[config.mk]
export PLATFORM = sky130hd
export DESIGN_NAME = sdap_qfi_drb_mapper
export DESIGN_NICKNAME = d
export VERILOG_FILES = /design/src/design/sqdm_pkg.sv /design/src/design/sqdm_ram.sv /design/src/design/sqdm_front.sv /design/src/design/sqdm_back.sv /design/src/design/sdap_qfi_drb_mapper.sv
export SDC_FILE = /design/constraint.sdc
export NUM_CORES = 1
export LEC_CHECK = 0
export ABC_AREA = 1
export BUFFER_PORTS_ARGS = -buffer_cell sky130_fd_sc_hd__buf_4
export CORE_MARGIN = 2
export CORE_UTILIZATION = 30
export CTS_BUF_LIST = sky130_fd_sc_hd__clkbuf_8
export DETAILED_ROUTE_END_ITERATION = 8
export GPL_ROUTABILITY_DRIVEN = 0
export PLACE_DENSITY_LB_ADDON = 0.1
export SYNTH_ARGS = -nofsm -noshare
export SYNTH_HDL_FRONTEND = slang
export SYNTH_SLANG_ARGS = --single-unit
[constraint.sdc]
create_clock -name clock -period 12.69 [get_ports clock]
set_input_delay 3.1725 -clock clock [delete_from_list [all_inputs] [get_ports clock]]
set_output_delay 3.1725 -clock clock [all_outputs]
set_load 0.02 [all_outputs]
[src/design/sqdm_pkg.sv]
// Shared types, codes and helper functions for the SDAP QFI-to-DRB mapper.
// Used by the front, back, top level and checker. No dependencies.

package sqdm_pkg;

   localparam int CSR_ADDR_W = 4;

   typedef enum logic [1:0] {
      CMD_MAP_WRITE = 2'd0,
      CMD_DOWNLINK  = 2'd1,
      CMD_UPLINK    = 2'd2,
      CMD_UNUSED    = 2'd3
   } cmd_type;

   typedef enum logic [1:0] {
      STATUS_OK           = 2'd0,
      STATUS_CTRL_PDU     = 2'd1,
      STATUS_NO_BEARER    = 2'd2,
      STATUS_FLOW_UNKNOWN = 2'd3
   } status_type;

   typedef enum logic [1:0] {
      REG_DRB_ACTIVE_MASK = 2'd0,
      REG_DEFAULT_DRB     = 2'd1,
      REG_DL_HEADER_MASK  = 2'd2,
      REG_UL_HEADER_MASK  = 2'd3
   } reg_index_type;

   // classified item as queued between front and back
   typedef struct packed {
      cmd_type     cmd;
      logic [5:0]  qfi;
      logic [5:0]  drb;
      logic        rqi;
      logic [7:0]  ulh;
      logic        qfi_ok;   // qfi below flow count
      logic        drb_le;   // drb within bearer count
      logic        hq_ok;    // uplink header qfi below flow count
   } job_type;

   typedef struct packed {
      logic [31:0] active_mask;
      logic [5:0]  default_drb;
      logic [31:0] dl_mask;
      logic [31:0] ul_mask;
   } cfg_type;

   typedef struct packed {
      status_type  status;
      logic [5:0]  drb_out;
      logic        header_present;
      logic [7:0]  header_byte;
      logic        strip_header;
      logic [5:0]  qfi_out;
      logic        learned;
   } rsp_type;

   function automatic logic bit_of(input logic [31:0] mask, input logic [5:0] b);
      logic [5:0] bm1;
      bm1 = b - 6'd1;
      return mask[bm1[4:0]];
   endfunction

   function automatic logic bearer_ok(input logic [31:0] mask, input logic [5:0] b,
                                      input logic [5:0] num);
      return (b != 6'd0) && (b <= num) && bit_of(mask, b);
   endfunction

endpackage

[src/design/sqdm_ram.sv]
// Generic single-write, single-read RAM with registered read data.
// No dependencies.

module sqdm_ram #(
   parameter int WIDTH = 6,
   parameter int DEPTH = 64,
   localparam int AW = (DEPTH > 1) ? $clog2(DEPTH) : 1
) (
   input  logic                 clock,
   input  logic                 wr_en,
   input  logic [AW-1:0]        wr_addr,
   input  logic [WIDTH-1:0]     wr_data,
   input  logic [AW-1:0]        rd_addr,
   output logic [WIDTH-1:0]     rd_data
);

   logic [WIDTH-1:0] mem_ff [DEPTH];
   logic [WIDTH-1:0] rd_data_ff;

   always_ff @(posedge clock) begin
      if (wr_en) begin
         mem_ff[wr_addr] <= wr_data;
      end
      rd_data_ff <= mem_ff[rd_addr];
   end

   assign rd_data = rd_data_ff;

endmodule

[src/design/sqdm_front.sv]
// Front end: accepts request transfers, classifies them and queues them
// in a two-entry queue for the back end. Depends on sqdm_pkg.

module sqdm_front #(
   parameter int NUM_BEARERS = 32,
   parameter int NUM_FLOWS   = 64
) (
   input  logic              clock,
   input  logic              reset,
   input  logic              req_valid,
   output logic              req_ready,
   input  logic [1:0]        req_cmd,
   input  logic [5:0]        req_qfi,
   input  logic [5:0]        req_drb_in,
   input  logic              req_rqi,
   input  logic [7:0]        req_ul_header,
   output logic              pop_valid,
   input  logic              pop_ready,
   output sqdm_pkg::job_type pop_job
);

   sqdm_pkg::job_type slot_ff [2];
   sqdm_pkg::job_type job_in;
   logic              wr_ptr_ff;
   logic              rd_ptr_ff;
   logic [1:0]        count_ff;
   logic [1:0]        count_in;
   logic              push;
   logic              pop;

   always_comb begin
      job_in.cmd    = sqdm_pkg::cmd_type'(req_cmd);
      job_in.qfi    = req_qfi;
      job_in.drb    = req_drb_in;
      job_in.rqi    = req_rqi;
      job_in.ulh    = req_ul_header;
      job_in.qfi_ok = {1'b0, req_qfi} < 7'(NUM_FLOWS);
      job_in.drb_le = {1'b0, req_drb_in} <= 7'(NUM_BEARERS);
      job_in.hq_ok  = {1'b0, req_ul_header[5:0]} < 7'(NUM_FLOWS);
   end

   assign req_ready = (count_ff != 2'd2);
   assign push      = req_valid && req_ready && (job_in.cmd != sqdm_pkg::CMD_UNUSED);
   assign pop_valid = (count_ff != 2'd0);
   assign pop       = pop_valid && pop_ready;
   assign pop_job   = slot_ff[rd_ptr_ff];

   always_comb begin
      count_in = count_ff;
      priority if (push && !pop) begin
         count_in = count_ff + 2'd1;
      end else if (pop && !push) begin
         count_in = count_ff - 2'd1;
      end else begin
         count_in = count_ff;
      end
   end

   always_ff @(posedge clock) begin
      if (reset) begin
         wr_ptr_ff <= 1'b0;
         rd_ptr_ff <= 1'b0;
         count_ff  <= 2'd0;
      end else begin
         if (push) begin
            wr_ptr_ff <= ~wr_ptr_ff;
         end
         if (pop) begin
            rd_ptr_ff <= ~rd_ptr_ff;
         end
         count_ff <= count_in;
      end
   end

   always_ff @(posedge clock) begin
      if (push) begin
         slot_ff[wr_ptr_ff] <= job_in;
      end
   end

endmodule

[src/design/sqdm_back.sv]
// Back end: looks up the flow table, applies map writes and learning,
// and holds the result in the output register. Depends on sqdm_pkg, sqdm_ram.

module sqdm_back #(
   parameter int NUM_BEARERS = 32,
   parameter int NUM_FLOWS   = 64
) (
   input  logic              clock,
   input  logic              reset,
   input  logic              pop_valid,
   output logic              pop_ready,
   input  sqdm_pkg::job_type pop_job,
   input  sqdm_pkg::cfg_type cfg,
   output logic              rsp_valid,
   input  logic              rsp_ready,
   output sqdm_pkg::rsp_type rsp
);

   localparam int         AW = (NUM_FLOWS > 1) ? $clog2(NUM_FLOWS) : 1;
   localparam logic [5:0] NB = 6'(NUM_BEARERS);

   typedef enum logic {
      ST_IDLE,
      ST_LOOKUP
   } state_type;

   state_type         state_ff;
   sqdm_pkg::job_type job_ff;
   sqdm_pkg::job_type cur_job;
   sqdm_pkg::rsp_type rsp_ff;
   sqdm_pkg::rsp_type res_in;
   logic              rsp_valid_ff;
   logic [NUM_FLOWS-1:0] vld_ff;
   logic              vld_rd_ff;
   logic [AW-1:0]     rd_addr;
   logic [AW-1:0]     wr_addr;
   logic [5:0]        rd_data;
   logic [5:0]        entry;
   logic [5:0]        wr_data;
   logic [5:0]        dl_b;
   logic              wr_req;
   logic              finish;
   logic              out_free;

   function automatic logic [AW-1:0] lookup_addr(input sqdm_pkg::job_type j);
      if (j.cmd == sqdm_pkg::CMD_UPLINK) begin
         return j.hq_ok ? j.ulh[AW-1:0] : '0;
      end
      return j.qfi_ok ? j.qfi[AW-1:0] : '0;
   endfunction

   assign out_free  = !rsp_valid_ff || rsp_ready;
   assign pop_ready = (state_ff == ST_IDLE);
   assign finish    = (state_ff == ST_LOOKUP) && out_free;
   assign cur_job   = (state_ff == ST_IDLE) ? pop_job : job_ff;
   assign rd_addr   = lookup_addr(cur_job);
   assign wr_addr   = job_ff.qfi[AW-1:0];

   sqdm_ram #(
      .WIDTH (6),
      .DEPTH (NUM_FLOWS)
   ) u_table (
      .clock   (clock),
      .wr_en   (wr_req && finish),
      .wr_addr (wr_addr),
      .wr_data (wr_data),
      .rd_addr (rd_addr),
      .rd_data (rd_data)
   );

   always_comb begin
      entry          = vld_rd_ff ? rd_data : 6'd0;
      res_in         = '0;
      res_in.status  = sqdm_pkg::STATUS_OK;
      res_in.qfi_out = job_ff.qfi;
      wr_req         = 1'b0;
      wr_data        = job_ff.drb;
      dl_b           = entry;
      unique case (job_ff.cmd)
         sqdm_pkg::CMD_MAP_WRITE: begin
            if (job_ff.qfi_ok && job_ff.drb_le) begin
               wr_req         = 1'b1;
               res_in.drb_out = job_ff.drb;
            end else begin
               res_in.status = sqdm_pkg::STATUS_NO_BEARER;
            end
         end
         sqdm_pkg::CMD_DOWNLINK: begin
            if (!job_ff.qfi_ok) begin
               res_in.status = sqdm_pkg::STATUS_NO_BEARER;
            end else begin
               if (!sqdm_pkg::bearer_ok(cfg.active_mask, entry, NB)) begin
                  if (sqdm_pkg::bearer_ok(cfg.active_mask, cfg.default_drb, NB)) begin
                     dl_b           = cfg.default_drb;
                     res_in.learned = 1'b1;
                     wr_req         = 1'b1;
                     wr_data        = cfg.default_drb;
                  end else begin
                     dl_b = 6'd0;
                  end
               end
               if (dl_b == 6'd0) begin
                  res_in.status = sqdm_pkg::STATUS_NO_BEARER;
               end else begin
                  res_in.drb_out = dl_b;
                  if (sqdm_pkg::bit_of(cfg.dl_mask, dl_b)) begin
                     res_in.header_present = 1'b1;
                     res_in.header_byte    = {res_in.learned, job_ff.rqi, job_ff.qfi};
                  end
               end
            end
         end
         sqdm_pkg::CMD_UPLINK: begin
            if (!sqdm_pkg::bearer_ok(cfg.active_mask, job_ff.drb, NB)) begin
               res_in.status = sqdm_pkg::STATUS_NO_BEARER;
            end else begin
               res_in.drb_out = job_ff.drb;
               if (sqdm_pkg::bit_of(cfg.ul_mask, job_ff.drb)) begin
                  res_in.qfi_out = job_ff.ulh[5:0];
                  priority if (!job_ff.ulh[7]) begin
                     res_in.status = sqdm_pkg::STATUS_CTRL_PDU;
                  end else if (job_ff.hq_ok && (entry == job_ff.drb)) begin
                     res_in.strip_header = 1'b1;
                  end else begin
                     res_in.status = sqdm_pkg::STATUS_FLOW_UNKNOWN;
                  end
               end
            end
         end
         default: begin
         end
      endcase
   end

   always_ff @(posedge clock) begin
      if (reset) begin
         state_ff     <= ST_IDLE;
         rsp_valid_ff <= 1'b0;
         vld_ff       <= '0;
         vld_rd_ff    <= 1'b0;
      end else begin
         vld_rd_ff <= vld_ff[rd_addr];
         unique case (state_ff)
            ST_IDLE: begin
               if (rsp_ready) begin
                  rsp_valid_ff <= 1'b0;
               end
               if (pop_valid) begin
                  job_ff   <= pop_job;
                  state_ff <= ST_LOOKUP;
               end
            end
            ST_LOOKUP: begin
               if (finish) begin
                  rsp_ff       <= res_in;
                  rsp_valid_ff <= 1'b1;
                  state_ff     <= ST_IDLE;
                  if (wr_req) begin
                     vld_ff[wr_addr] <= 1'b1;
                  end
               end
            end
            default: begin
               state_ff <= ST_IDLE;
            end
         endcase
      end
   end

   assign rsp_valid = rsp_valid_ff;
   assign rsp       = rsp_ff;

endmodule

[src/design/sdap_qfi_drb_mapper.sv]
// SDAP QFI-to-DRB mapper top level: register file, front end and back end.
// Depends on sqdm_pkg, sqdm_front, sqdm_back.
//
// Usage:
//  - Request channel (req_*): one transfer per item; cmd selects map write,
//    downlink or uplink. Items with the unused command are taken and dropped.
//  - Response channel (rsp_*): exactly one transfer per map write, downlink
//    or uplink item, in request order.
//  - Registers (APB): bearer active mask, default bearer, downlink and
//    uplink header masks at byte offsets 0x0, 0x4, 0x8, 0xC. Write them only
//    while no item is in flight.
//  - An item passes from the queue into the back end with the flow table's
//    registered read, then its response and table update are registered; the
//    back end takes no new item until that is done.
//  - A two-entry queue sits between front and back; requests are accepted
//    while it has room, even while a response waits in the output register.
//  - When the receiver stalls, the response holds; the back end then waits
//    and the queue fills, after which req_ready drops.
//  - Reset clears the register file and control state and marks every flow
//    unmapped at once through per-entry valid flags; no clearing pass is needed.

module sdap_qfi_drb_mapper #(
   parameter int NUM_BEARERS = 32,
   parameter int NUM_FLOWS   = 64
) (
   input  logic                          clock,
   input  logic                          reset,
   input  logic                          req_valid,
   output logic                          req_ready,
   input  logic [1:0]                    req_cmd,
   input  logic [5:0]                    req_qfi,
   input  logic [5:0]                    req_drb_in,
   input  logic                          req_rqi,
   input  logic [7:0]                    req_ul_header,
   output logic                          rsp_valid,
   input  logic                          rsp_ready,
   output logic [1:0]                    rsp_status,
   output logic [5:0]                    rsp_drb_out,
   output logic                          rsp_header_present,
   output logic [7:0]                    rsp_header_byte,
   output logic                          rsp_strip_header,
   output logic [5:0]                    rsp_qfi_out,
   output logic                          rsp_learned,
   input  logic                          psel,
   input  logic                          penable,
   input  logic                          pwrite,
   input  logic [sqdm_pkg::CSR_ADDR_W-1:0] paddr,
   input  logic [31:0]                   pwdata,
   output logic [31:0]                   prdata,
   output logic                          pready
);

   sqdm_pkg::cfg_type       cfg_ff;
   sqdm_pkg::job_type       pop_job;
   sqdm_pkg::rsp_type       rsp;
   sqdm_pkg::reg_index_type reg_index;
   logic                    pop_valid;
   logic                    pop_ready;
   logic                    csr_write;

   assign pready    = 1'b1;
   assign reg_index = sqdm_pkg::reg_index_type'(paddr[3:2]);
   assign csr_write = psel && penable && pwrite && pready;

   always_ff @(posedge clock) begin
      if (reset) begin
         cfg_ff <= '0;
      end else if (csr_write) begin
         unique case (reg_index)
            sqdm_pkg::REG_DRB_ACTIVE_MASK: cfg_ff.active_mask <= pwdata;
            sqdm_pkg::REG_DEFAULT_DRB:     cfg_ff.default_drb <= pwdata[5:0];
            sqdm_pkg::REG_DL_HEADER_MASK:  cfg_ff.dl_mask     <= pwdata;
            sqdm_pkg::REG_UL_HEADER_MASK:  cfg_ff.ul_mask     <= pwdata;
            default: begin
            end
         endcase
      end
   end

   always_comb begin
      unique case (reg_index)
         sqdm_pkg::REG_DRB_ACTIVE_MASK: prdata = cfg_ff.active_mask;
         sqdm_pkg::REG_DEFAULT_DRB:     prdata = {26'd0, cfg_ff.default_drb};
         sqdm_pkg::REG_DL_HEADER_MASK:  prdata = cfg_ff.dl_mask;
         sqdm_pkg::REG_UL_HEADER_MASK:  prdata = cfg_ff.ul_mask;
         default:                       prdata = '0;
      endcase
   end

   sqdm_front #(
      .NUM_BEARERS (NUM_BEARERS),
      .NUM_FLOWS   (NUM_FLOWS)
   ) u_front (
      .clock         (clock),
      .reset         (reset),
      .req_valid     (req_valid),
      .req_ready     (req_ready),
      .req_cmd       (req_cmd),
      .req_qfi       (req_qfi),
      .req_drb_in    (req_drb_in),
      .req_rqi       (req_rqi),
      .req_ul_header (req_ul_header),
      .pop_valid     (pop_valid),
      .pop_ready     (pop_ready),
      .pop_job       (pop_job)
   );

   sqdm_back #(
      .NUM_BEARERS (NUM_BEARERS),
      .NUM_FLOWS   (NUM_FLOWS)
   ) u_back (
      .clock     (clock),
      .reset     (reset),
      .pop_valid (pop_valid),
      .pop_ready (pop_ready),
      .pop_job   (pop_job),
      .cfg       (cfg_ff),
      .rsp_valid (rsp_valid),
      .rsp_ready (rsp_ready),
      .rsp       (rsp)
   );

   assign rsp_status         = rsp.status;
   assign rsp_drb_out        = rsp.drb_out;
   assign rsp_header_present = rsp.header_present;
   assign rsp_header_byte    = rsp.header_byte;
   assign rsp_strip_header   = rsp.strip_header;
   assign rsp_qfi_out        = rsp.qfi_out;
   assign rsp_learned        = rsp.learned;

endmodule

==> impl_table.tex, run 1 <==
\begin{tabular}{lr}
\hline
Metric & Value \\
\hline
\multicolumn{2}{l}{\textbf{Placement}} \\
Worst slack at placement & approximately 4.6 ns \\
Total of buffers placed on input and output ports & about 120 \\
Post-place instance area & about 31000 um2 \\
Post-DP HPWL & 56900 um \\
Placed Cells incl. Taps & 4008 \\
\multicolumn{2}{l}{\textbf{Global routing}} \\
Overall global routing resource usage & 18.6\% \\
First-pass GRT wire length & around 140000 um \\
Initial antenna violation count & 1 \\
Gr ovfl total & 0 \\
Via count of the first global-routing pass & around 21000 \\
Maximum number of pins on one net before global-route repair & 94 \\
\multicolumn{2}{l}{\textbf{Setup path}} \\
Top fanout value on the critical path & 24 \\
Setup slack, reg-to-reg & around 7.0 ns \\
Endpoint class of the critical path & output pin \\
Worst setup path class & in -> out \\
Cell count of the worst reg-to-reg path & 19 \\
Critical path required time & 9.52 ns \\
End point of the critical path & prdata[1] \\
CP arrival & between 5 and 6 ns \\
Worst Setup Start Kind & primary input \\
CP startpoint & paddr[3] \\
Worst reg2reg path endpoint & u\_back.vld\_rd\_ff\$\_SDFF\_PP0\_ \\
\multicolumn{2}{l}{\textbf{Floorplan}} \\
Die area & $\sim$97000 um2 \\
Initial core utilization & between 30\% and 40\% \\
Floorplan row count & 112 \\
Die extent in y & 311 um \\
Floorplan Core Area & approximately 93000 um2 \\
Width of the die & $\sim$310 um \\
Number of primary I/O pins & 126 \\
\multicolumn{2}{l}{\textbf{Power and ir drop}} \\
Peak supply drop & between 0.0002 and 0.00025 V \\
Total power consumption of the routed design & around 8.4 mW \\
P per Cell Area & between 200 and 300 nW/um2 \\
Static leakage & roughly 11 nW \\
\multicolumn{2}{l}{\textbf{Synth}} \\
Number of library cell types mapped by synthesis & 50 \\
Async SR Flop Fraction & 0\% \\
Register bit count reported by yosys & between 600 and 700 \\
Top area cells in the synthesized netlist & sky130\_fd\_sc\_hd\_\_edfxtp\_1 (51\%), sky130\_fd\_sc\_hd\_\_dfxtp\_1 (13\%), sky130\_fd\_sc\_hd\_\_nand2\_1 (6.3\%) \\
Post-synth top area cell & sky130\_fd\_sc\_hd\_\_edfxtp\_1 \\
Count of mapped cells out of synthesis & around 2800 \\
Cell area after synthesis & around 28000 um2 \\
Synthesis Warnings & 0 \\
Number of enable flip-flop cells after synthesis & roughly 480 \\
Number of nets produced by synthesis & roughly 2800 \\
Per-instance average area after synthesis & approximately 10 um2 \\
Portion of the post-synthesis area used by sequential elements & between 60\% and 70\% \\
Predominant post-synthesis flop cell & sky130\_fd\_sc\_hd\_\_edfxtp\_1 \\
Area fraction of the dominant cell type after synthesis & between 50\% and 60\% \\
\multicolumn{2}{l}{\textbf{Cells and area}} \\
Post-layout nets & roughly 3000 \\
Share of final-layout standard cells stronger than drive strength 1 & between 10 and 15\% \\
Final non-filler cell total & roughly 4200 \\
Post-layout util & 35.2\% \\
Final std cell area, no fill & roughly 33000 um2 \\
Area delta synth->final & 16.0\% \\
\multicolumn{2}{l}{\textbf{Clock tree}} \\
Post-cts sizing count & 0 \\
Root cell of the clock tree & sky130\_fd\_sc\_hd\_\_clkbuf\_8 \\
Count of hold buffers inserted by post-cts repair & 0 \\
Clock Path Buffers & 3 \\
Clock Sinks & 658 \\
TritonCTS clock tree & yes \\
TritonCTS Buffers & roughly 110 \\
Clock Latency Late Sink & roughly 0.80 ns \\
Post-CTS setup repair buffer count & 0 \\
CTS H-tree lvls & 3 \\
Clock slew seen by the registers of the worst setup and hold paths & about 0.06 ns \\
\multicolumn{2}{l}{\textbf{STA}} \\
Layout Skew & between 0.06 and 0.07 ns \\
Max-slew violations & 0 \\
Max frequency & between 100 and 150 MHz \\
Transition time at the pin with the least slew margin & 1.28 ns \\
Headroom to the max-slew limit & around 14\% \\
Total setup violations reported at the end of the flow & 0 \\
Worst Slack Setup Final & roughly 4.5 ns \\
Fin. Hold Viols & 0 \\
Portion of the clock cycle consumed by the worst path in the final layout & 64.5\% \\
RSZ-0062 raised after global routing & false \\
Setup total negative slack & 0 ns \\
Clock period minus final worst setup slack & 8.19 ns \\
Worst Hold Slack & 0.464 ns \\
\multicolumn{2}{l}{\textbf{Detailed routing}} \\
Number of iterations in the first detailed-routing pass & 7 \\
Final wirelength & between 90000 and 100000 um \\
Antenna viol nets, final & 0 \\
Average vias per placed instance & slightly above 5 \\
DR iter-0 viols & $\sim$1800 \\
Number of DRC violations after detailed routing & 0 \\
Vias & 21392 \\
Routed wire length per instance & 21.8 um \\
\multicolumn{2}{l}{\textbf{Flow run}} \\
Number of max-cap violations & 0 \\
\multicolumn{2}{l}{\textbf{Worst hold path}} \\
Worst hold path type & reg -> reg \\
Start point of the worst min-delay path & u\_back.vld\_ff[54]\$\_SDFFE\_PP0P\_ \\
\multicolumn{2}{l}{\textbf{Outcome}} \\
Result of the run & finished clean \\
\hline
\end{tabular}
==> cell usage after synthesis, types with 3 or more instances <==
library cell and n:
sky130_fd_sc_hd__nand3_4 4, sky130_fd_sc_hd__nor3_1 20, sky130_fd_sc_hd__buf_2 21, sky130_fd_sc_hd__o221ai_1 68, sky130_fd_sc_hd__nand2_2 4, sky130_fd_sc_hd__a31oi_1 3, sky130_fd_sc_hd__a21oi_1 106, sky130_fd_sc_hd__buf_1 4
sky130_fd_sc_hd__nor2_1 368, sky130_fd_sc_hd__o211ai_1 73, sky130_fd_sc_hd__a22oi_1 5, sky130_fd_sc_hd__edfxtp_1 478, sky130_fd_sc_hd__nand3_1 163, sky130_fd_sc_hd__buf_6 3, sky130_fd_sc_hd__xor2_1 7, sky130_fd_sc_hd__a211oi_1 31
sky130_fd_sc_hd__o21ai_1 15, sky130_fd_sc_hd__o21ai_0 285, sky130_fd_sc_hd__o22ai_1 54, sky130_fd_sc_hd__dfxtp_1 180, sky130_fd_sc_hd__nand2_1 479, sky130_fd_sc_hd__o2111ai_1 5, sky130_fd_sc_hd__o21ba_2 55, sky130_fd_sc_hd__ha_1 5
sky130_fd_sc_hd__o21ba_1 7, sky130_fd_sc_hd__clkbuf_1 141, sky130_fd_sc_hd__nand4_1 7, sky130_fd_sc_hd__inv_1 119, sky130_fd_sc_hd__nor2_2 17, sky130_fd_sc_hd__inv_2 11
==> power by group <==
part / leakage (nW) / internal, mW / switching, mW
clock: 1.38 / 1.04 / 0.914
sequential: 5.78 / 2.52 / 0.0511
combinational: 4.25 / 1.02 / 2.87
total: 11.4 / 4.58 / 3.84
==> area by class of cell <==
type,instances,area [um2]
inverters,131,497
well taps,1254,1570
diodes,4,10.0
flip-flops and latches,658,18000
multi-input cells,1805,9320
clock inverters,86,518
repair buffers,160,1200
fillers,9392,60600
clock buffers,132,1820
==> layout by cell type, fill, tap and decap left out, drive strengths merged, types with 4 or more instances in the layout <==
| cell | netlist | final |
|---|---|---|
| buf | 30 | 160 |
| o21ai | 301 | 301 |
| o21ba | 62 | 62 |
| o211ai | 73 | 73 |
| o2111ai | 5 | 5 |
| a21oi | 106 | 106 |
| ha | 5 | 5 |
| dfxtp | 180 | 180 |
| o221ai | 68 | 68 |
| edfxtp | 478 | 478 |
| nor2 | 387 | 387 |
| clkbuf | 141 | 132 |
| a22oi | 5 | 5 |
| nand4 | 9 | 9 |
| diode | 0 | 4 |
| a211oi | 31 | 31 |
| xor2 | 8 | 8 |
| nand2 | 485 | 485 |
| nor3 | 20 | 20 |
| bufinv | 0 | 4 |
| nand3 | 169 | 169 |
| o22ai | 54 | 54 |
| clkinv | 1 | 26 |
| inv | 130 | 184 |
==> state kept, by name, summed over array words and instances (netlist names), 2 cells and up, named ones only <==
| signal | count |
|---|---|
| u_back.rsp | 25 |
| u_front.count_ff | 2 |
| u_back.u_table.rd_data | 6 |
| cfg_ff | 102 |
| u_front.slot_ff | 46 |
| u_back.wr_addr | 6 |
| u_back.vld_ff | 64 |
| u_back.job_ff | 17 |
| u_back.u_table.mem_ff | 384 |
==> per-layer routing <==
layer / track usage [%] / vias up / wire length [um]
met5: 0 / - / 0
met4: 6.65 / 0 / 2760
met3: 2.88 / 174 / 4800
met2: 31.4 / 630 / 44900
met1: 24.1 / 10504 / 39700
li1: - / 10084 / -
==> cell families after synthesis <==
family / share of synthesized area [%]
adder cells (fa/ha/maj): 0.221
XOR/XNOR: 0.433
AND/OR/NAND/NOR: 15.9
AO/OA/AOI/OAI: 15.9
other: 0.0132
buffers and inverters: 4.20
flip-flops: 63.4
==> worst min-delay path by stage <==
stage	depth (start not counted)	to	slack (ns)
after floorplan	2	u_back.vld_ff[54]$_SDFFE_PP0P_	0.44
after global placement	2	u_back.vld_ff[54]$_SDFFE_PP0P_	0.45
after detailed placement	2	u_back.vld_ff[54]$_SDFFE_PP0P_	0.45
after CTS	2	u_back.vld_ff[54]$_SDFFE_PP0P_	0.46
after global routing	1	u_back.vld_ff[2]$_SDFFE_PP0P_	0.49
final	2	u_back.vld_ff[54]$_SDFFE_PP0P_	0.46
==> worst max-delay path, stage by stage <==
cell,delay (ns)
sky130_fd_sc_hd__buf_4,0.09
sky130_fd_sc_hd__nand2_1,0.34
sky130_fd_sc_hd__inv_1,0.85
sky130_fd_sc_hd__nand2_1,0.10
sky130_fd_sc_hd__o2111ai_1,0.22
sky130_fd_sc_hd__buf_4,0.22
Note: power is estimated with default switching activity, not from simulation.
==> run 2, diff against run 1 <==
Clock period 12.69 ns to 6.9 ns, I/O delays scaled along.
==> run 2 against run 1 <==
Against the previous run: sequential cell count stayed put; count of clock-buffer cells in the layout is 14 higher; via count is 0.31% lower; utilization is 0.17 points higher; critical endpoint is now prdata[9]; worst hold slack worse by 0.0031 ns; total power is 85% higher; sequential share of layout area is 0.26 points lower; cell count is 0.14% higher; routed wire length is 0.62% lower; combinational power is 84% higher; register-to-register slack worse by 5.1 ns.
==> impl_table.tex, run 2 (same netlist as run 1, synthesis figures left out) <==
\begin{tabular}{lr}
\hline
Metric & Value \\
\hline
\multicolumn{2}{l}{\textbf{Cells and area}} \\
Largest regs & u\_back.u\_table.mem\_ff (384), cfg\_ff (102), u\_back.vld\_ff (64) \\
Area taken by multi-input logic gates & 9320 um2 (unchanged) \\
Area delta synth->final & 16.6\% \\
Post-layout nets & 2948 (+0.24\%) \\
Total of fill cells in the finished design & 9465 (+0.78\%) \\
FF+latch area & 18000 um2 (unchanged) \\
Final non-filler cell total & 4236 (+0.14\%) \\
Most used cells in the layout excluding fill and tap cells & sky130\_fd\_sc\_hd\_\_nand2\_1 (479), sky130\_fd\_sc\_hd\_\_edfxtp\_1 (478), sky130\_fd\_sc\_hd\_\_nor2\_1 (364) \\
Share of final-layout standard cells stronger than drive strength 1 & 14.8\% (+0.19 points) \\
Top register by number of flip-flops & u\_back.u\_table.mem\_ff \\
Max reg flops & 384 (unchanged) \\
Most common cell after layout, fill and taps aside & sky130\_fd\_sc\_hd\_\_nand2\_1 \\
\multicolumn{2}{l}{\textbf{Placement}} \\
Placed Cells incl. Taps & 4012 (+0.10\%) \\
Total of buffers placed on input and output ports & 121 (unchanged) \\
Post-DP HPWL & 57200 um (+0.63\%) \\
\multicolumn{2}{l}{\textbf{Setup path}} \\
CP arrival & 3.52 ns (-1.50 ns) \\
Worst setup path class & in -> out \\
Worst Setup Start Kind & primary input \\
Top fanout value on the critical path & 24 (unchanged) \\
Reg-to-Reg Start & cfg\_ff[64]\$\_SDFFE\_PP0P\_ \\
CP startpoint & paddr[3] \\
Endpoint class of the critical path & output pin \\
Critical path required time & 5.18 ns (-4.34 ns) \\
\multicolumn{2}{l}{\textbf{Clock tree}} \\
Clock Sinks & 658 (unchanged) \\
TritonCTS clock tree & yes \\
Post-CTS setup repair buffer count & 0 (unchanged) \\
TritonCTS Buffers & 117 (+2.6\%) \\
Root cell of the clock tree & sky130\_fd\_sc\_hd\_\_clkbuf\_8 \\
Post-cts sizing count & 0 (unchanged) \\
Count of hold buffers inserted by post-cts repair & 0 (unchanged) \\
Clock slew seen by the registers of the worst setup and hold paths & 0.05 ns (about the same) \\
CTS H-tree lvls & 3 (unchanged) \\
Clock Path Buffers & 3 (unchanged) \\
Clock Latency Late Sink & 0.79 ns (about the same) \\
\multicolumn{2}{l}{\textbf{STA}} \\
Setup total negative slack & 0 ns (unchanged) \\
Max-slew violations & 0 (unchanged) \\
Headroom to the max-slew limit & 17.2\% (+2.8 points) \\
Max frequency & approximately 190 MHz \\
Layout Skew & 0.0631 ns (-0.00514 ns) \\
Transition time at the pin with the least slew margin & 1.24 ns (-0.0424 ns) \\
RSZ-0062 raised after global routing & false \\
Clock period minus final worst setup slack & 5.25 ns \\
Fin. Hold Viols & 0 (unchanged) \\
Portion of the clock cycle consumed by the worst path in the final layout & between 70\% and 80\% \\
Total setup violations reported at the end of the flow & 0 (unchanged) \\
\multicolumn{2}{l}{\textbf{Floorplan}} \\
Width of the die & 311 um (unchanged) \\
Die area & 97000 um2 (unchanged) \\
Floorplan Core Area & 93500 um2 (unchanged) \\
Initial core utilization & 30.3\% (unchanged) \\
Die extent in y & 311 um (unchanged) \\
Number of primary I/O pins & 126 (unchanged) \\
Floorplan row count & 112 (unchanged) \\
\multicolumn{2}{l}{\textbf{Power and ir drop}} \\
Clock power share & 23.5\% (+0.3 points) \\
Fraction of power spent switching nets & 45.4\% (-0.22 points) \\
Peak supply drop & 0.000520 V (+110\%) \\
Static leakage & 11.5 nW (+0.99\%) \\
Part of the total power dissipated in combinational logic & 46.1\% (about the same) \\
Net Switching & 7.06 mW (+84\%) \\
P per Cell Area & 471 nW/um2 (+84\%) \\
Part of the total power dissipated in sequential elements & 30.4\% (about the same) \\
Total internal power & 8.50 mW (+86\%) \\
Total power consumption of the routed design & 15.6 mW (+85\%) \\
\multicolumn{2}{l}{\textbf{Outcome}} \\
Result of the run & finished clean \\
\multicolumn{2}{l}{\textbf{Global routing}} \\
Maximum number of pins on one net before global-route repair & 174 (+85\%) \\
Via count of the first global-routing pass & 21160 (+0.18\%) \\
Overall global routing resource usage & 18.5\% (-0.12 points) \\
Gr ovfl total & 0 (unchanged) \\
First-pass GRT wire length & 136000 um (about the same) \\
Initial antenna violation count & 1 (unchanged) \\
\multicolumn{2}{l}{\textbf{Worst hold path}} \\
Worst hold path type & reg -> reg \\
Start point of the worst min-delay path & u\_back.vld\_ff[52]\$\_SDFFE\_PP0P\_ \\
\multicolumn{2}{l}{\textbf{Detailed routing}} \\
Average vias per placed instance & 5.03 (-0.45\%) \\
Number of DRC violations after detailed routing & 0 (unchanged) \\
DR iter-0 viols & 1494 (-16\%) \\
Vias & 21326 (-0.31\%) \\
Number of iterations in the first detailed-routing pass & 6 (-1) \\
Final wirelength & 91600 um (-0.62\%) \\
Routed wire length per instance & 21.6 um (-0.76\%) \\
Antenna viol nets, final & 0 (unchanged) \\
\multicolumn{2}{l}{\textbf{Flow run}} \\
Number of max-cap violations & 0 (unchanged) \\
\hline
\end{tabular}
-- run 2: cell count changes in the layout (fill, tap and decap cells not counted), sizes merged --
cell,before,now
buf,160,164
diode,4,1
clkinv,26,13
bufinv,4,1
inv,184,193
clkinvlp,3,1
clkbuf,132,146
-- run 2: layer usage --
layer  global-route usage, %  wire length [um]
met5                       0                 0
met4                    6.14              2440
met3                    2.83              3870
met2                    32.4             46200
met1                    23.1             39100
-- run 2: cell type report --
type	instances	share of cell area [%]
tap	1254	4.75
clock inverter	77	1.24
timing repair buffer	164	3.89
sequential	658	54.3
multi-input combinational	1805	28.2
clock buffer	146	6.08
inverter	131	1.50
antenna	1	0.00757
-- run 2: power groups by stage --
stage               combinational, mW  sequential, mW  clock [mW]
floorplan                        4.54            4.83           0
global placement                 7.15            4.81           0
detailed placement               7.21            4.81           0
CTS                              7.23            4.73        3.76
global route                     7.85            4.75        3.93
finish                           7.17            4.73        3.65
-- run 2: path summary, 6_finish.rpt --
path,to,slack (ns),depth (start not counted)
hold / removal,u_back.vld_ff[52]$_SDFFE_PP0P_,0.46,2
hold reg to reg,u_back.vld_ff[52]$_SDFFE_PP0P_,0.46,2
setup / recovery,prdata[9],1.65,6
setup reg to reg,u_back.rsp[8]$_SDFFCE_PP0P_,1.83,21
-- run 2: critical path: stages --
cell and delay, ns:
sky130_fd_sc_hd__buf_4 0.10, sky130_fd_sc_hd__nand2_1 0.30, sky130_fd_sc_hd__inv_1 0.84, sky130_fd_sc_hd__nand2_1 0.11, sky130_fd_sc_hd__o211ai_1 0.22, sky130_fd_sc_hd__buf_4 0.22
-- run 2: metrics by stage --
step	hold slack, ns	worst slack (ns)	util (%)	cell area [um2]
3_5_place_dp	0.455	1.67	32.8	30600
2_1_floorplan	0.436	1.78	-	28300
5_1_grt	0.486	1.49	35.4	33000
3_3_place_gp	0.446	1.67	32.8	30600
4_1_cts	0.463	1.67	35.4	33000
6_report	0.461	1.65	35.4	33000
==> run 3, diff against run 2 <==
Clock period 6.9 ns to 4.3 ns, I/O delays scaled along.
==> run 3 against run 2 <==
Against the previous run: cell count rose by 1.7%; sequential power rose by 61%; register-to-register slack got worse by 1.5 ns; worst hold slack got worse by 0.00098 ns; first-iteration DRC count rose by 11%; sequential share of layout area fell by 0.90 points; clock skew rose by 0.0024 ns; utilization rose by 0.60 points.
==> impl_table.tex, run 3 (same netlist as run 1, synthesis figures left out) <==
\begin{tabular}{lr}
\hline
Metric & Value \\
\hline
\multicolumn{2}{l}{\textbf{Setup path}} \\
Cell with the largest stage delay on the worst path & sky130\_fd\_sc\_hd\_\_dfxtp\_1 \\
Endpoint class of the critical path & register \\
Critical path required time & 4.93 ns (-0.25 ns) \\
Reg-to-Reg Start & cfg\_ff[65]\$\_SDFFE\_PP0P\_ \\
Setup slack, reg-to-reg & 0.30 ns (-1.53 ns) \\
Critical path's largest stage delay & 0.42 ns (-0.42 ns) \\
End point of the critical path & u\_back.rsp[13]\$\_SDFFCE\_PP0P\_ \\
Critical-path cell list & inv\_1, ha\_1, nand2\_1, nand2\_1, inv\_1, nand3\_1, nand3\_1, nand3b\_1, nand2\_2, nand3\_1, nand2\_4, nand2\_2, ha\_1, clkinvlp\_4, nand3\_1, nand3\_1, nand3\_1, nand2\_1, nand2\_1, nand3\_4, nor2\_2 \\
Worst Setup Start Kind & register \\
CP startpoint & cfg\_ff[65]\$\_SDFFE\_PP0P\_ \\
Cell count of the worst reg-to-reg path & 21 (unchanged) \\
Top fanout value on the critical path & 18 (-25\%) \\
Cell repeated most along the worst path & sky130\_fd\_sc\_hd\_\_nand3\_1 \\
Worst reg2reg path endpoint & u\_back.rsp[13]\$\_SDFFCE\_PP0P\_ \\
Worst setup path class & reg -> reg \\
CP arrival & 4.63 ns (+1.11 ns) \\
\multicolumn{2}{l}{\textbf{Detailed routing}} \\
Antenna viol nets, final & 0 (unchanged) \\
Number of DRC violations after detailed routing & 0 (unchanged) \\
Vias & 21601 (+1.3\%) \\
Number of iterations in the first detailed-routing pass & 7 (+1) \\
DR iter-0 viols & 1660 (+11\%) \\
Routed wire length per instance & 21.5 um (-0.72\%) \\
Final wirelength & 92500 um (+0.97\%) \\
Average vias per placed instance & 5.01 (-0.40\%) \\
\multicolumn{2}{l}{\textbf{Clock tree}} \\
Clock Sinks & 658 (unchanged) \\
TritonCTS clock tree & yes \\
Clock Path Buffers & 3 (unchanged) \\
CTS H-tree lvls & 3 (unchanged) \\
Clock Latency Late Sink & 0.81 ns (+0.02 ns) \\
Clock slew seen by the registers of the worst setup and hold paths & 0.07 ns (+0.02 ns) \\
TritonCTS Buffers & 117 (unchanged) \\
Root cell of the clock tree & sky130\_fd\_sc\_hd\_\_clkbuf\_8 \\
\multicolumn{2}{l}{\textbf{STA}} \\
Total setup violations reported at the end of the flow & 0 (unchanged) \\
RSZ-0062 raised after global routing & false \\
Headroom to the max-slew limit & 20.9\% (+3.7 points) \\
Transition time at the pin with the least slew margin & 1.18 ns (-0.0587 ns) \\
Worst Slack Setup Final & 0.303 ns (-1.35 ns) \\
Max frequency & roughly 250 MHz \\
Clock period minus final worst setup slack & about 4 ns \\
Fin. Hold Viols & 0 (unchanged) \\
Max-slew violations & 0 (unchanged) \\
Layout Skew & 0.0655 ns (+0.00239 ns) \\
Portion of the clock cycle consumed by the worst path in the final layout & between 90 and 100\% \\
\multicolumn{2}{l}{\textbf{Power and ir drop}} \\
P per Cell Area & 750 nW/um2 (+59\%) \\
Static leakage & 11.9 nW (+3.5\%) \\
Peak supply drop & 0.000528 V (+1.5\%) \\
\multicolumn{2}{l}{\textbf{Cells and area}} \\
Final non-filler cell total & 4308 (+1.7\%) \\
Post-layout util & 36.0\% (+0.60 points) \\
Post-layout nets & 3019 (+2.4\%) \\
Total of fill cells in the finished design & 9403 (-0.66\%) \\
Area taken by multi-input logic gates & 9320 um2 (about the same) \\
Max reg flops & 384 (unchanged) \\
Final std cell area, no fill & 33600 um2 (+1.7\%) \\
Largest regs & u\_back.u\_table.mem\_ff (384), cfg\_ff (102), u\_back.vld\_ff (64) \\
Area delta synth->final & 18.6\% \\
Most used cells in the layout excluding fill and tap cells & sky130\_fd\_sc\_hd\_\_nand2\_1 (478), sky130\_fd\_sc\_hd\_\_edfxtp\_1 (478), sky130\_fd\_sc\_hd\_\_nor2\_1 (364) \\
Share of final-layout standard cells stronger than drive strength 1 & 16.7\% (+2.0 points) \\
Top register by number of flip-flops & u\_back.u\_table.mem\_ff \\
FF+latch area & 18000 um2 (about the same) \\
\multicolumn{2}{l}{\textbf{Floorplan}} \\
Number of primary I/O pins & 126 (unchanged) \\
Initial core utilization & 30.3\% (unchanged) \\
Die extent in y & 311 um (unchanged) \\
Die area & 97000 um2 (unchanged) \\
Floorplan row count & 112 (unchanged) \\
Floorplan Core Area & 93500 um2 (unchanged) \\
Width of the die & 311 um (unchanged) \\
\multicolumn{2}{l}{\textbf{Global routing}} \\
First-pass GRT wire length & 137000 um (+0.85\%) \\
Via count of the first global-routing pass & 21353 (+0.91\%) \\
Gr ovfl total & 0 (unchanged) \\
Initial antenna violation count & 2 (+1) \\
Maximum number of pins on one net before global-route repair & 145 (-17\%) \\
Overall global routing resource usage & 18.7\% (+0.21 points) \\
\multicolumn{2}{l}{\textbf{Outcome}} \\
Result of the run & finished clean \\
\multicolumn{2}{l}{\textbf{Placement}} \\
Post-place instance area & 31200 um2 (+2.0\%) \\
Worst slack at placement & 0.285 ns (-1.38 ns) \\
Placed Cells incl. Taps & 4082 (+1.7\%) \\
Post-DP HPWL & 58800 um (+2.8\%) \\
Total of buffers placed on input and output ports & 121 (unchanged) \\
\multicolumn{2}{l}{\textbf{Worst hold path}} \\
Hold Path Cell Cnt & 2 (unchanged) \\
Worst hold path type & reg -> reg \\
\multicolumn{2}{l}{\textbf{Flow run}} \\
Number of max-cap violations & 0 (unchanged) \\
\hline
\end{tabular}
run 3: cell types whose count changed in the layout (fill, tap and decap cells not counted), moves of 4 or more:
cell | before | now
sky130_fd_sc_hd__clkbuf_8 | 146 | 141
sky130_fd_sc_hd__inv_16 | 4 | 0
sky130_fd_sc_hd__clkinv_1 | 9 | 4
sky130_fd_sc_hd__buf_4 | 159 | 222
sky130_fd_sc_hd__clkinv_2 | 4 | 8
sky130_fd_sc_hd__inv_1 | 175 | 181
sky130_fd_sc_hd__buf_12 | 4 | 12
run 3: worst min path at each step:
stage	from	to	slack, ns
floorplan	u_back.vld_ff[54]$_SDFFE_PP0P_	u_back.vld_ff[54]$_SDFFE_PP0P_	0.44
global route	req_ul_header[5]	u_front.slot_ff[0][6]$_DFFE_PP_	0.43
global placement	u_back.vld_ff[52]$_SDFFE_PP0P_	u_back.vld_ff[52]$_SDFFE_PP0P_	0.45
detailed placement	u_back.vld_ff[52]$_SDFFE_PP0P_	u_back.vld_ff[52]$_SDFFE_PP0P_	0.45
finish	u_back.vld_ff[52]$_SDFFE_PP0P_	u_back.vld_ff[52]$_SDFFE_PP0P_	0.46
CTS	req_ul_header[5]	u_front.slot_ff[1][6]$_DFFE_PP_	0.41
run 3: area by class of cell:
| class | count | area share [%] |
|---|---|---|
| antenna | 3 | 0.0223 |
| tap | 1254 | 4.67 |
| clock buffer | 141 | 5.77 |
| timing repair buffer | 235 | 5.71 |
| clock inverter | 81 | 1.17 |
| multi-input combinational | 1805 | 27.7 |
| sequential | 658 | 53.4 |
| inverter | 131 | 1.49 |
run 3: critical path, delay by kind of cell, from the launching register on:
kind / cells / cell delay, ns
fa+ha+maj: 2 / 0.61
buf+inv: 3 / 0.59
flops: 1 / 0.42
simple gates: 16 / 2.20
run 3: where the power goes:
group / switching [mW] / internal, mW / leakage [nW]
sequential: 0.175 / 7.43 / 5.78
combinational: 8.57 / 3.31 / 4.71
clock: 2.68 / 3.03 / 1.44
run 3: routing by layer:
metal | global-route usage (%) | wire length (um) | up-vias
met1 | 24.0 | 40200 | 10619
met2 | 31.6 | 45300 | 582
met3 | 2.87 | 3960 | 175
li1 | - | - | 10225
met5 | 0 | 0 | -
met4 | 7.02 | 3070 | 0
run 3: through the flow:
stage | power, mW | setup TNS [ns] | hold slack, ns
5_1_grt | 26.8 | 0 | 0.430
2_1_floorplan | 15.0 | -210.42 | 0.436
6_report | 25.2 | 0 | 0.460
3_3_place_gp | 19.5 | 0 | 0.447
3_5_place_dp | 19.7 | 0 | 0.452
4_1_cts | 25.5 | 0 | 0.409
run 3: repair_timing:
item,4_1_cts,5_1_grt
buffers inserted,0,0
gates resized for setup,0,3
hold buffers,0,0
setup endpoints to repair,0,9
